[config.mk]
export PLATFORM = sky130hd
export DESIGN_NAME = erfs_room_cell
export DESIGN_NICKNAME = d
export VERILOG_FILES = /design/src/hw/rtl/earliest_free_room_scheduler_macros.svh /design/src/hw/rtl/erfs_pkg.sv /design/src/hw/rtl/erfs_room_cell.sv
export SDC_FILE = /design/constraint.sdc
export NUM_CORES = 1
export LEC_CHECK = 0
export BUFFER_PORTS_ARGS = -buffer_cell sky130_fd_sc_hd__buf_2
export CORE_MARGIN = 8
export CORE_UTILIZATION = 46
export DETAILED_ROUTE_END_ITERATION = 8
export MAX_ROUTING_LAYER = met4
export PLACE_DENSITY = 0.77
export RECOVER_POWER = 100
export SLEW_MARGIN = 20
export SYNTH_ARGS = -nofsm -noshare
export SYNTH_HDL_FRONTEND = slang
export SYNTH_SLANG_ARGS = --single-unit
[constraint.sdc]
create_clock -name clk -period 2.93 [get_ports clk]
set_input_delay 0.4395 -clock clk [delete_from_list [all_inputs] [get_ports clk]]
set_output_delay 0.4395 -clock clk [all_outputs]
set_load 0.01 [all_outputs]
[src/hw/rtl/earliest_free_room_scheduler_macros.svh]
// ----------------------------------------------------------------------------
// Earliest free room scheduler assertion macros
// Concurrent assertion helpers, clocked on clk and disabled during reset.
// ----------------------------------------------------------------------------
`ifndef EARLIEST_FREE_ROOM_SCHEDULER_MACROS_SVH
`define EARLIEST_FREE_ROOM_SCHEDULER_MACROS_SVH

`ifndef SYNTH

// Same-cycle implication.
`define ERFS_ASSERT(lbl, ante, cons, msg) \
	lbl: assert property (@(posedge clk) disable iff (!arst_n) (ante) |-> (cons)) \
		else $error(msg);

// Next-cycle implication.
`define ERFS_ASSERT_NEXT(lbl, ante, cons, msg) \
	lbl: assert property (@(posedge clk) disable iff (!arst_n) (ante) |=> (cons)) \
		else $error(msg);

`else

`define ERFS_ASSERT(lbl, ante, cons, msg)
`define ERFS_ASSERT_NEXT(lbl, ante, cons, msg)

`endif

`endif

[src/hw/rtl/erfs_pkg.sv]
// ----------------------------------------------------------------------------
// Earliest free room scheduler package
// Sizes, payload structs and the token that sweeps along the room cells.
// ----------------------------------------------------------------------------
`timescale 1ns / 1ps

package erfs_pkg;

	localparam int MAX_ROOMS = 16;
	localparam int IDX_W     = (MAX_ROOMS > 1) ? $clog2(MAX_ROOMS) : 1;
	localparam int TIME_W    = 48;
	localparam int IN_TIME_W = 32;
	localparam int CNT_W     = 16;
	localparam int ROOM_W    = 4;
	localparam int CFG_W     = 5;

	localparam logic [CFG_W-1:0] NUM_ROOMS_RESET = CFG_W'(16);
	localparam logic             CMD_SCHEDULE    = 1'b0;
	localparam logic             CMD_CLEAR       = 1'b1;

	typedef struct packed {
		logic                 command;
		logic [IN_TIME_W-1:0] start_time;
		logic [IN_TIME_W-1:0] end_time;
	} job_t;

	typedef struct packed {
		logic [ROOM_W-1:0] assigned_room;
		logic [TIME_W-1:0] finish_time;
		logic              was_delayed;
		logic [ROOM_W-1:0] most_booked_room;
		logic [CNT_W-1:0]  most_booked_count;
	} res_t;

	// Search record handed from cell to cell.
	typedef struct packed {
		logic              valid;
		logic              found;
		logic [IDX_W-1:0]  pick;
		logic [TIME_W-1:0] min_time;
		logic [CNT_W-1:0]  cnt;
	} tok_t;

	// Write-back broadcast to all cells.
	typedef struct packed {
		logic              clear;
		logic              we;
		logic [IDX_W-1:0]  pick;
		logic [TIME_W-1:0] free_time;
		logic [CNT_W-1:0]  cnt;
	} wr_t;

endpackage

[src/hw/rtl/erfs_room_cell.sv]
// ----------------------------------------------------------------------------
// Room cell
// Holds one room's free time and use count and steps the search token on.
// ----------------------------------------------------------------------------
`timescale 1ns / 1ps

module erfs_room_cell
	import erfs_pkg::*;
(
	input  logic                 clk,
	input  logic                 arst_n,
	input  logic [IDX_W-1:0]     room_id,
	input  logic                 en,
	input  logic [IN_TIME_W-1:0] start_time,
	input  tok_t                 tok_in,
	output tok_t                 tok_out,
	input  wr_t                  wr
);

	logic [TIME_W-1:0] free_q;
	logic [CNT_W-1:0]  cnt_q;
	tok_t              tok_nxt;
	tok_t              tok_s1;

	always_comb begin
		tok_nxt = tok_in;
		if (tok_in.valid && en && !tok_in.found) begin
			if (free_q <= TIME_W'(start_time)) begin
				tok_nxt.found = 1'b1;
				tok_nxt.pick  = room_id;
				tok_nxt.cnt   = cnt_q;
			end else if (room_id == '0 || free_q < tok_in.min_time) begin
				// Room zero opens the minimum search, since it is always enabled.
				tok_nxt.min_time = free_q;
				tok_nxt.pick     = room_id;
				tok_nxt.cnt      = cnt_q;
			end
		end
	end

	always_ff @(posedge clk or negedge arst_n) begin
		if (!arst_n) begin
			tok_s1 <= '0;
			free_q <= '0;
			cnt_q  <= '0;
		end else begin
			tok_s1 <= tok_nxt;
			if (wr.clear) begin
				free_q <= '0;
				cnt_q  <= '0;
			end else if (wr.we && wr.pick == room_id) begin
				free_q <= wr.free_time;
				cnt_q  <= wr.cnt;
			end
		end
	end

	assign tok_out = tok_s1;

endmodule
; Word-level counts from Yosys, hierarchy flattened
; Index checks and enable logic that the tools add are counted.
[word_totals]
ff_bits = 134
input_bits = 179
out_inout_bits = 70
[op_classes]
order_cmp = 2
eq_ne = 1
n_mux = 10
reduce_logical = 7
[ops]
columns = operator, n
row1 = 48-bit 2-to-1 mux, 3
row2 = 69-bit 2-to-1 mux, 1
row3 = 68-bit 2-to-1 mux, 1
row4 = 48-bit by 32-bit <= comparator with 1-bit output, 1
row5 = 48-bit < comparator, 1
row6 = 16-bit 2-to-1 mux, 3
row7 = 4-bit == test, 1
row8 = 4-bit zero test, 1
row9 = 4-bit 2-to-1 mux, 1
row10 = 1-bit logical AND, 3
row11 = 2-bit nonzero test, 1
row12 = 1-bit zero test, 1
row13 = 1-bit logical OR, 1
row14 = 1-bit 2-to-1 mux, 1

; Logic depth before layout (Yosys ltp)
; Gate-level depths: netlist of run 1.
[depth]
ltp_word = 5
depth_mapped = 12

; Worst setup path after synthesis of run 1
; No wires, ideal clock.
[synth_path]
kind = input to register
start = in start_time[29]
end = reg tok_s1 (netlist bit tok_out[44])
setup_time_ns = 0.127
arrival_ns = 2.952
setup_slack_ns = -0.150
stages = 11
n_path_buf = 2
path_cell_list = inv_1 > ha_1 > nand4_1 > or4_1 > nor4_2 > o31ai_1 > a22o_1 > nor4b_4 > buf_6 > buf_6 > mux2_1
[synth_lines]
columns = element, line
row1 = start: declaration, erfs_room_cell.sv:14  ; input logic [IN_TIME_W-1:0] start_time,
row2 = end signal: assignment, erfs_room_cell.sv:47  ; tok_s1 <= tok_nxt;
row3 = end: declaration, erfs_room_cell.sv:23  ; tok_t tok_s1;

==> reports/summary.txt, run 1 <==
Vias = 6390
Clk pin slew, worst setup/hold paths = 0.06 ns
PD cells = 476.3 nW/um^2
Final worst-path cycle share = 1.057
Failing checks = setup timing
Root buf cell = clkbuf_16
CTS tree = yes
Initial DRC count = 203
Crit path depth = 10
Leakage = 5.114 nW
Flop2flop setup slack = -0.17 ns
Max VDD drop = 0.3759 mV
Die height = 140.9 um
Max Cap Viol = 0
Commonest cells after routing, fill and taps aside = buf_2, nand2_1, dfrtp_1, a21oi_1, inv_1
Final WS setup = -0.1684 ns
Crit path required time = 3.23 ns
# nets final = 1274
Overall Power = 4.741 mW
H-tree depth = 4
CP max stage delay = 0.56 ns
Area after DPL = 9128 um^2
Vias in the first global route = 6781
Syn Inst Count = 719
Post-synth EDFFs = 0
Predominant post-synthesis flop cell = dfrtp_1
Insertion delay to the later sink of the worst-skew pair = 0.42 ns
Clk sink count = 134
Fin Clk Skew = 0.01127 ns
CP cell instances = ha_4 > nand4_1 > or4_4 > nor4_4 > o31ai_2 > a22o_1 > nor4b_4 > buf_6 > clkbuf_16 > mux2_4
Crit start category = register
Critical-path top delay cell = or4_4
Synth cell types = 41
Residual DRC count = 0
GRT Util Overall = 0.2253
Async set-reset flop share out of synthesis = 1.000
Starting Density = 0.4722
Data arrival, critical path = 3.40 ns
First drt pass iteration count = 5
Final Hold Viols = 0
Largest area contributor in the netlist = dfrtp_1
Commonest non-fill, non-tap cell in the layout = buf_2
CP top delay family = simple AND/OR/NAND/NOR gates
Post-synth top area share = 0.4671
Worst path buffer plus inverter count = 2
Port Buffers = 248
Seq/Total Area, Yosys = 0.4671
Synthesized area = 7178 um^2
Max-slew headroom = 0.1930
Final setup vio count = 65
Vias per Instance = 5.242
Run status = finished, violations left
Drt wl/cell = 18.27 um
HP Class = input port to register
Core Rows = 45
Post-route cell area = 9953 um^2
CP Capture Type = register
First-pass GRT wire length = 34260 um
Total CTS buffers = 17
Final wirelength = 22280 um
Crit Path Max Fanout = 9
Layout cells sized above 1 = 0.3482
Initial antenna violation count = 2
Top post-synthesis cells by area = dfrtp_1, ha_1, nand2_1, mux2_2, a21oi_1
RSZ-0062 raised after global routing = yes
Die width = 140.9 um
Fillers = 1273
Final min period = 3.098 ns
R2R cell count = 10
Core region area = 15200 um^2
Maximum clock path buffer count = 2
HPWL after DPL = 16490 um
Ports = 249
Synth warnings = 0
Final Max Tran Viols = 0
Syn Nets = 977
Final ANT Viol Nets = 0
FF+latch count, synth = 134
Tightest Pin Transition = 1.211 ns
Crit Path Category = register to register
Syn Area/Cell = 9.983 um^2
GPL Wtd Cong = 0.8630
Gr ovfl total = 0
Hold Crit Depth = 1
Final design utilization = 0.6547
Area delta synth->final = 38.66%
Largest net degree at the start of global routing = 65
Fmax = 322.8 MHz
DIE AREA = 19860 um^2
==> routing by layer <==
metal  up-vias  track usage  part of all wire  routed length, um
met5         -            -                 0                  0
met4         0      0.07353             0.019                429
met3        42      0.07394             0.074               1646
met2       235       0.3749              0.50              11230
met1      3066       0.2523              0.40               8968
li1       3047            -                 -                  -
==> layout make-up <==
class | instances | area, um^2 | area share
tap | 188 | 235.2 | 0.02363
multi-input combinational | 478 | 3764 | 0.3781
clock buffer | 19 | 442.9 | 0.04450
sequential | 134 | 3363 | 0.3379
antenna | 3 | 7.507 | 0.0007542
clock inverter | 12 | 130.1 | 0.01307
timing repair buffer | 305 | 1698 | 0.1706
inverter | 80 | 312.8 | 0.03143
==> repair_timing <==
| action | 4_1_cts | 5_1_grt |
|---|---|---|
| hold buffers | 1 | 0 |
| endpoints found under the hold margin | 46 | 0 |
| gates resized for setup | 30 | 35 |
| setup endpoints to repair | 68 | 68 |
| pin swaps | 1 | 4 |
| setup buffers | 1 | 1 |
| cloned | 0 | 3 |
==> through the flow <==
| stage | cells | TNS [ns] | setup slack (ns) | hold slack (ns) |
|---|---|---|---|---|
| after detailed placement | 1179 | -22.53 | -0.4061 | 0.3997 |
| after global placement | 1179 | -20.63 | -0.3729 | 0.4034 |
| after CTS | 1212 | -11.42 | -0.2466 | 0.1167 |
| final | 1219 | -7.460 | -0.1684 | 0.1356 |
| after global routing | 1218 | -15.92 | -0.2974 | 0.1215 |
| after floorplan | 719 | -0.1989 | -0.01165 | 0.1439 |
==> where the power goes <==
group	internal, mW	total, mW	switching (mW)	leakage [nW]
combinational	0.328	0.685	0.357	3.13
clock	1.27	2.09	0.817	0.279
sequential	1.93	1.97	0.0372	1.70
total	3.53	4.74	1.21	5.11
==> cell families after synthesis <==
family                     synth area share
AOI/OAI and AO/OA                    0.1077
xor gates and xnor gates           0.004881
adders and majority gates            0.1377
buffers and inverters               0.06048
DFF                                  0.4671
muxes                                0.1004
and+or+nand+nor                      0.1217
==> state kept, by name, summed over array words and instances (netlist names) <==
register  cells
tok_out      70
free_q       48
cnt_q        16
==> synth_stat cells (2+ instances only) <==
cell	count
buf_6	3
o21ai_0	10
nor2b_1	2
xor2_1	3
buf_4	2
mux2_2	44
a211oi_1	2
nand3_1	10
or4_1	3
a22o_1	5
nand4_1	12
o21a_1	2
and4_1	5
mux2_1	20
nor4_1	4
clkbuf_1	14
a21oi_1	92
buf_2	2
inv_1	80
dfrtp_1	134
buf_1	6
a221o_1	2
nor2_1	13
a2111oi_0	2
a21o_1	12
nand2_1	142
ha_1	79
==> worst paths after layout <==
| check | start | endpoint |
|---|---|---|
| max | free_q[25] | tok_out[54] |
| min | tok_in[69] | tok_out[69] |
| max reg2reg | free_q[25] | tok_out[54] |
| min reg2reg | cnt_q[9] | tok_out[9] |
| max in group asynchronous | arst_n | free_q[24] |
| min in group asynchronous | arst_n | tok_out[40] |
(Power assumes the default switching activity.)
==> run 2: changes to the inputs <==
--- a/config.mk
+++ b/config.mk
@@ -7,10 +7,10 @@
 export LEC_CHECK = 0
 export BUFFER_PORTS_ARGS = -buffer_cell sky130_fd_sc_hd__buf_2
 export CORE_MARGIN = 8
-export CORE_UTILIZATION = 46
+export CORE_UTILIZATION = 51
 export DETAILED_ROUTE_END_ITERATION = 8
 export MAX_ROUTING_LAYER = met4
-export PLACE_DENSITY = 0.77
+export PLACE_DENSITY = 0.81
 export RECOVER_POWER = 100
 export SLEW_MARGIN = 20
 export SYNTH_ARGS = -nofsm -noshare
==> constraint.sdc (replaced) <==
create_clock -name clk -period 3 [get_ports clk]
set_input_delay 0.45 -clock clk [delete_from_list [all_inputs] [get_ports clk]]
set_output_delay 0.45 -clock clk [all_outputs]
set_load 0.01 [all_outputs]
==> run 2 against run 1 <==
The flow finishes with violations (capacitance limit, slew limit, setup timing). Combinational power fell by 0.6%. Via count rose by 2.5%. Sequential cell count did not move. Largest power group unchanged.
==> reports/summary.txt, run 2 (synthesized netlist as in run 1, its figures left out) <==
H-tree depth = 4
CP cell instances = buf_4 > ha_1 > a21oi_1 > o21ai_1 > a221o_1 > a2111o_1 > a21o_1 > o21ai_2 > nor4b_4 > buf_4 > buf_8 > clkbuf_16 > mux2_4
# nets final = 1275
Crit Path Category = register to register
Crit Path Max Fanout = 6
First drt pass iteration count = 5
Failing checks = capacitance limit, slew limit, setup timing
Clk pin slew, worst setup/hold paths = 0.06 ns
Area delta synth->final = 37.39%
Vias per Instance = 5.415
Crit start category = register
Initial DRC count = 505
Insertion delay to the later sink of the worst-skew pair = 0.42 ns
Residual DRC count = 0
Setup TNS Final = -11.28 ns
Final wirelength = 23490 um
PD cells = 471.6 nW/um^2
Root buf cell = clkbuf_16
CP top delay family = compound AO/OA/AOI/OAI gates
GRT Util Overall = 0.2635
Final ANT Viol Nets = 0
Leakage = 5.169 nW
DIE AREA = 18130 um^2
CP max stage delay = 0.40 ns
Final WS setup = -0.2401 ns
Max VDD drop = 0.3477 mV
Max-slew headroom = -0.01373
Port Buffers = 248
Crit path required time = 3.30 ns
HP Class = input port to register
Maximum clock path buffer count = 2
Starting Density = 0.5191
Fin Hold WS = 0.1452 ns
GPL Wtd Cong = 0.8630
Post-route cell area = 9862 um^2
Run status = finished, violations left
Initial antenna violation count = 1
Ports = 249
RSZ-0062 raised after global routing = yes
First-pass GRT wire length = 36260 um
Layout cells sized above 1 = 0.3317
Commonest non-fill, non-tap cell in the layout = buf_2
Final Hold Viols = 0
Vias in the first global route = 7120
Critical-path top delay cell = dfrtp_1
Drt wl/cell = 19.43 um
Largest net degree at the start of global routing = 65
CTS tree = yes
Core region area = 13830 um^2
Crit path top cell by count = buf_4
Largest register FFs = 70
Final min period = 3.240 ns
Fin Clk Skew = 0.009596 ns
Die height = 134.6 um
Commonest cells after routing, fill and taps aside = buf_2, nand2_1, dfrtp_1, a21oi_1, inv_1
CP Capture Type = register
Vias = 6547
Max Cap Viol = 1
Die width = 134.6 um
Total CTS buffers = 17
Final setup vio count = 66
Final worst-path cycle share = 1.080
Worst path buffer plus inverter count = 4
Fillers = 1010
HPWL after DPL = 15800 um
Clk sink count = 134
Core Rows = 43
Final Max Tran Viols = 62
Tightest Pin Transition = 1.521 ns
Data arrival, critical path = 3.54 ns
Fmax = 308.6 MHz
Gr ovfl total = 0
Area after DPL = 8840 um^2
==> run 2: cell types whose count changed in the layout (fill, tap and decap cells not counted), sizes merged <==
cell         change
buf              +4
dlygate4sd3      -1
diode            -2
clkbuf           -1
clkinv           -1
inv              -1
==> run 2: path summary, 6_finish.rpt <==
kind | start | end | slack, ns | cells after the start
min in group asynchronous | arst_n | tok_out[40] | 0.38 | 1
max | free_q[26] | tok_out[21] | -0.24 | 13
max reg2reg | free_q[26] | tok_out[21] | -0.24 | 13
max in group asynchronous | arst_n | free_q[1] | 0.60 | 2
min reg2reg | cnt_q[9] | tok_out[9] | 0.51 | 1
min | tok_in[69] | tok_out[69] | 0.15 | 1
==> run 2: layout make-up <==
class / instances / area (um^2) / area share
clock inverter: 10 / 105.1 / 0.01066
tap: 180 / 225.2 / 0.02284
inverter: 80 / 300.3 / 0.03045
antenna: 1 / 2.502 / 0.0002537
timing repair buffer: 306 / 1755 / 0.1780
clock buffer: 20 / 466.7 / 0.04732
multi-input combinational: 478 / 3654 / 0.3705
sequential: 134 / 3353 / 0.3400
==> run 2: what timing repair did <==
action / 4_1_cts / 5_1_grt
hold buffers: 0 / 0
pin swaps: 5 / 4
setup buffers: 13 / 3
endpoints found under the hold margin: 0 / 0
setup endpoints to repair: 60 / 68
gates cloned: 5 / 2
resized for setup: 57 / 12
==> run 2: power by group <==
group,switching [mW],total (mW),internal [mW]
Sequential,0.0354,1.92,1.89
Clock,0.778,2.05,1.27
Combinational,0.359,0.681,0.322
==> run 2: per-stage QoR <==
step                      setup slack (ns)  utilization  instances  power (mW)
after detailed placement           -0.3973       0.6393       1155       2.552
after global routing               -0.3581       0.7132       1209       4.809
after floorplan                   0.006363            -        719       2.221
after CTS                          -0.2066       0.7123       1203       4.661
after global placement             -0.2944       0.6393       1155       2.535
final                              -0.2401       0.7132       1209       4.651
==> run 2: layer usage <==
layer  share of wire  wire length, um  vias to the layer above  global-route usage
met2            0.50            11740                      299              0.4377
met5               0                0                        -                   -
met3           0.077             1807                       66             0.07987
li1                -                -                     3051                   -
met4           0.035              816                        0              0.1117
met1            0.39             9126                     3131              0.2887
==> run 3: changes to the inputs <==
--- a/config.mk
+++ b/config.mk
@@ -5,12 +5,13 @@
 export SDC_FILE = /design/constraint.sdc
 export NUM_CORES = 1
 export LEC_CHECK = 0
+export ABC_AREA = 1
 export BUFFER_PORTS_ARGS = -buffer_cell sky130_fd_sc_hd__buf_2
 export CORE_MARGIN = 8
-export CORE_UTILIZATION = 51
+export CORE_UTILIZATION = 52
 export DETAILED_ROUTE_END_ITERATION = 8
 export MAX_ROUTING_LAYER = met4
-export PLACE_DENSITY = 0.81
+export PLACE_DENSITY = 0.82
 export RECOVER_POWER = 100
 export SLEW_MARGIN = 20
 export SYNTH_ARGS = -nofsm -noshare
==> run 3 against run 2 <==
The flow finishes with violations (capacitance limit, slew limit). Total power grew 4.3%. Non-clock buffer count decreased by 41. Sequential cell count unchanged. Critical endpoint is now tok_out[44].
==> reports/summary.txt, run 3 <==
Run status = finished, violations left
Failing checks = capacitance limit, slew limit
Final min period = 2.556 ns
DIE AREA = 18870 um^2
Area delta synth->final = 25.23%
Crit start category = register
Max-slew headroom = -0.3549
Synthesized area = 7657 um^2
Final ANT Viol Nets = 0
Data arrival, critical path = 2.85 ns
Final Hold Viols = 0
Fmax = 391.2 MHz
Final worst-path cycle share = 0.8522
Maximum clock path buffer count = 2
Commonest non-fill, non-tap cell in the layout = nand2_1
Port Buffers = 248
Max Cap Viol = 1
Predominant post-synthesis flop cell = dfrtp_1
Commonest cells in the netlist = nand2_1, inv_1, dfrtp_1, nand3_1, ha_1
Core Rows = 44
Drt wl/cell = 16.69 um
Max VDD drop = 0.3577 mV
Post-CTS repair timing setup buffer count = 0
Clk pin slew, worst setup/hold paths = 0.06 ns
Layout cells sized above 1 = 0.1880
Syn Area/Cell = 7.960 um^2
Die width = 137.4 um
GRT Util Overall = 0.2558
Final Non-Filler Cells = 1404
Fin Clk Skew = 0.008768 ns
Largest net degree at the start of global routing = 81
Final Max Tran Viols = 81
Fin Hold WS = 0.1701 ns
PD cells = 505.8 nW/um^2
First-pass GRT wire length = 36700 um
Post-synth EDFFs = 0
Die height = 137.4 um
Syn Inst Count = 962
Most frequent cell after synthesis = nand2_1
Vias per Instance = 5.301
First drt pass iteration count = 6
Vias = 7442
Residual DRC count = 0
Tightest Pin Transition = 2.032 ns
Largest area contributor in the netlist = dfrtp_1
Final wirelength = 23430 um
Placed cells = 1366
Starting Density = 0.5289
Crit Path Max Fanout = 16
Ports = 249
GPL Wtd Cong = 0.8757
Hold-fix buffers, CTS = 0
Flop2flop setup slack = 0.44 ns
H-tree depth = 4
RSZ-0062 raised after global routing = no
Top post-synthesis cells by area = dfrtp_1, ha_1, nand2_1, inv_1, nand3_1
CTS tree = yes
Clk sink count = 134
Final setup vio count = 0
Synth warnings = 0
Core region area = 14480 um^2
Setup TNS Final = 0 ns
Initial DRC count = 448
Post-CTS Resized = 0
Post-synth top area share = 0.4379
Crit Path Category = register to register
Insertion delay to the later sink of the worst-skew pair = 0.41 ns
Syn Nets = 1220
Synth cell types = 25
Gr ovfl total = 0
Root buf cell = clkbuf_16
# nets final = 1459
HP Class = input port to register
Seq/Total Area, Yosys = 0.4379
Total CTS buffers = 17
HPWL after DPL = 17500 um
Leakage = 5.556 nW
Vias in the first global route = 7480
CP Capture Type = register
Crit path required time = 3.30 ns
Commonest cells after routing, fill and taps aside = nand2_1, buf_2, inv_1, dfrtp_1, nand3_1
Largest register FFs = 70
Initial antenna violation count = 5
FF+latch count, synth = 134
Fillers = 1275
Async set-reset flop share out of synthesis = 1.000
run 3: where the power goes:
part / internal, mW / switching (mW)
clock network: 1.44 / 0.786
logic: 0.246 / 0.425
registers: 1.91 / 0.0516
total: 3.59 / 1.26
run 3: per-layer routing:
layer,up-vias,share of wire,global-route usage
li1,3609,-,-
met1,3485,0.41,0.3052
met2,302,0.49,0.4161
met3,46,0.069,0.05325
met4,0,0.029,0.1038
met5,-,0,-
run 3: kinds of logic after synthesis:
kind of cell	Yosys count	synth area share
buffers and inverters	215	0.1118
xor gates and xnor gates	1	0.001144
AOI/OAI and AO/OA	117	0.07974
adders and majority gates	79	0.1291
DFF	134	0.4379
and+or+nand+nor	416	0.2404
run 3: critical path: stages, from the launching register on:
cell and delay [ns]:
dfrtp_1 0.43, ha_1 0.32, nand2_1 0.06, nor2_1 0.17, nand4_1 0.19, nor2_1 0.13
nand2_1 0.06, nor2_1 0.08, nand2_1 0.07, a21oi_1 0.26, nand3_2 0.12, clkbuf_2 0.32
nand2_1 0.15, nand2_1 0.08
run 3: area by class of cell:
| cell class | count | area [um^2] | share of cell area |
|---|---|---|---|
| clock buffers | 20 | 456.7 | 0.04763 |
| inverters | 170 | 638.1 | 0.06654 |
| flip-flops and latches | 134 | 3353 | 0.3497 |
| repair buffers | 265 | 1261 | 0.1315 |
| diodes | 7 | 17.52 | 0.001827 |
| well taps | 184 | 230.2 | 0.02401 |
| multi-input cells | 613 | 3460 | 0.3608 |
| clock inverters | 11 | 172.7 | 0.01801 |
run 3: worst paths after layout:
check / startpoint / end / cells after the start
hold reg to reg: cnt_q[10] / tok_out[10] / 2
max in group asynchronous: arst_n / tok_out[2] / 2
hold / removal: tok_in[69] / tok_out[69] / 1
min in group asynchronous: arst_n / free_q[12] / 1
setup / recovery: free_q[31] / tok_out[44] / 13
setup reg to reg: free_q[31] / tok_out[44] / 13
run 3: per-stage QoR:
step             util  power (mW)  instance area (um^2)  setup WS [ns]
3_3_place_gp   0.6263       2.657                  9067         0.4952
4_1_cts        0.6697       4.905                  9697         0.5693
5_1_grt        0.6619       5.056                  9584         0.2440
3_5_place_dp   0.6263       2.677                  9067         0.4273
6_report       0.6623       4.850                  9589         0.4435
2_1_floorplan       -       2.329                  7657         0.8949
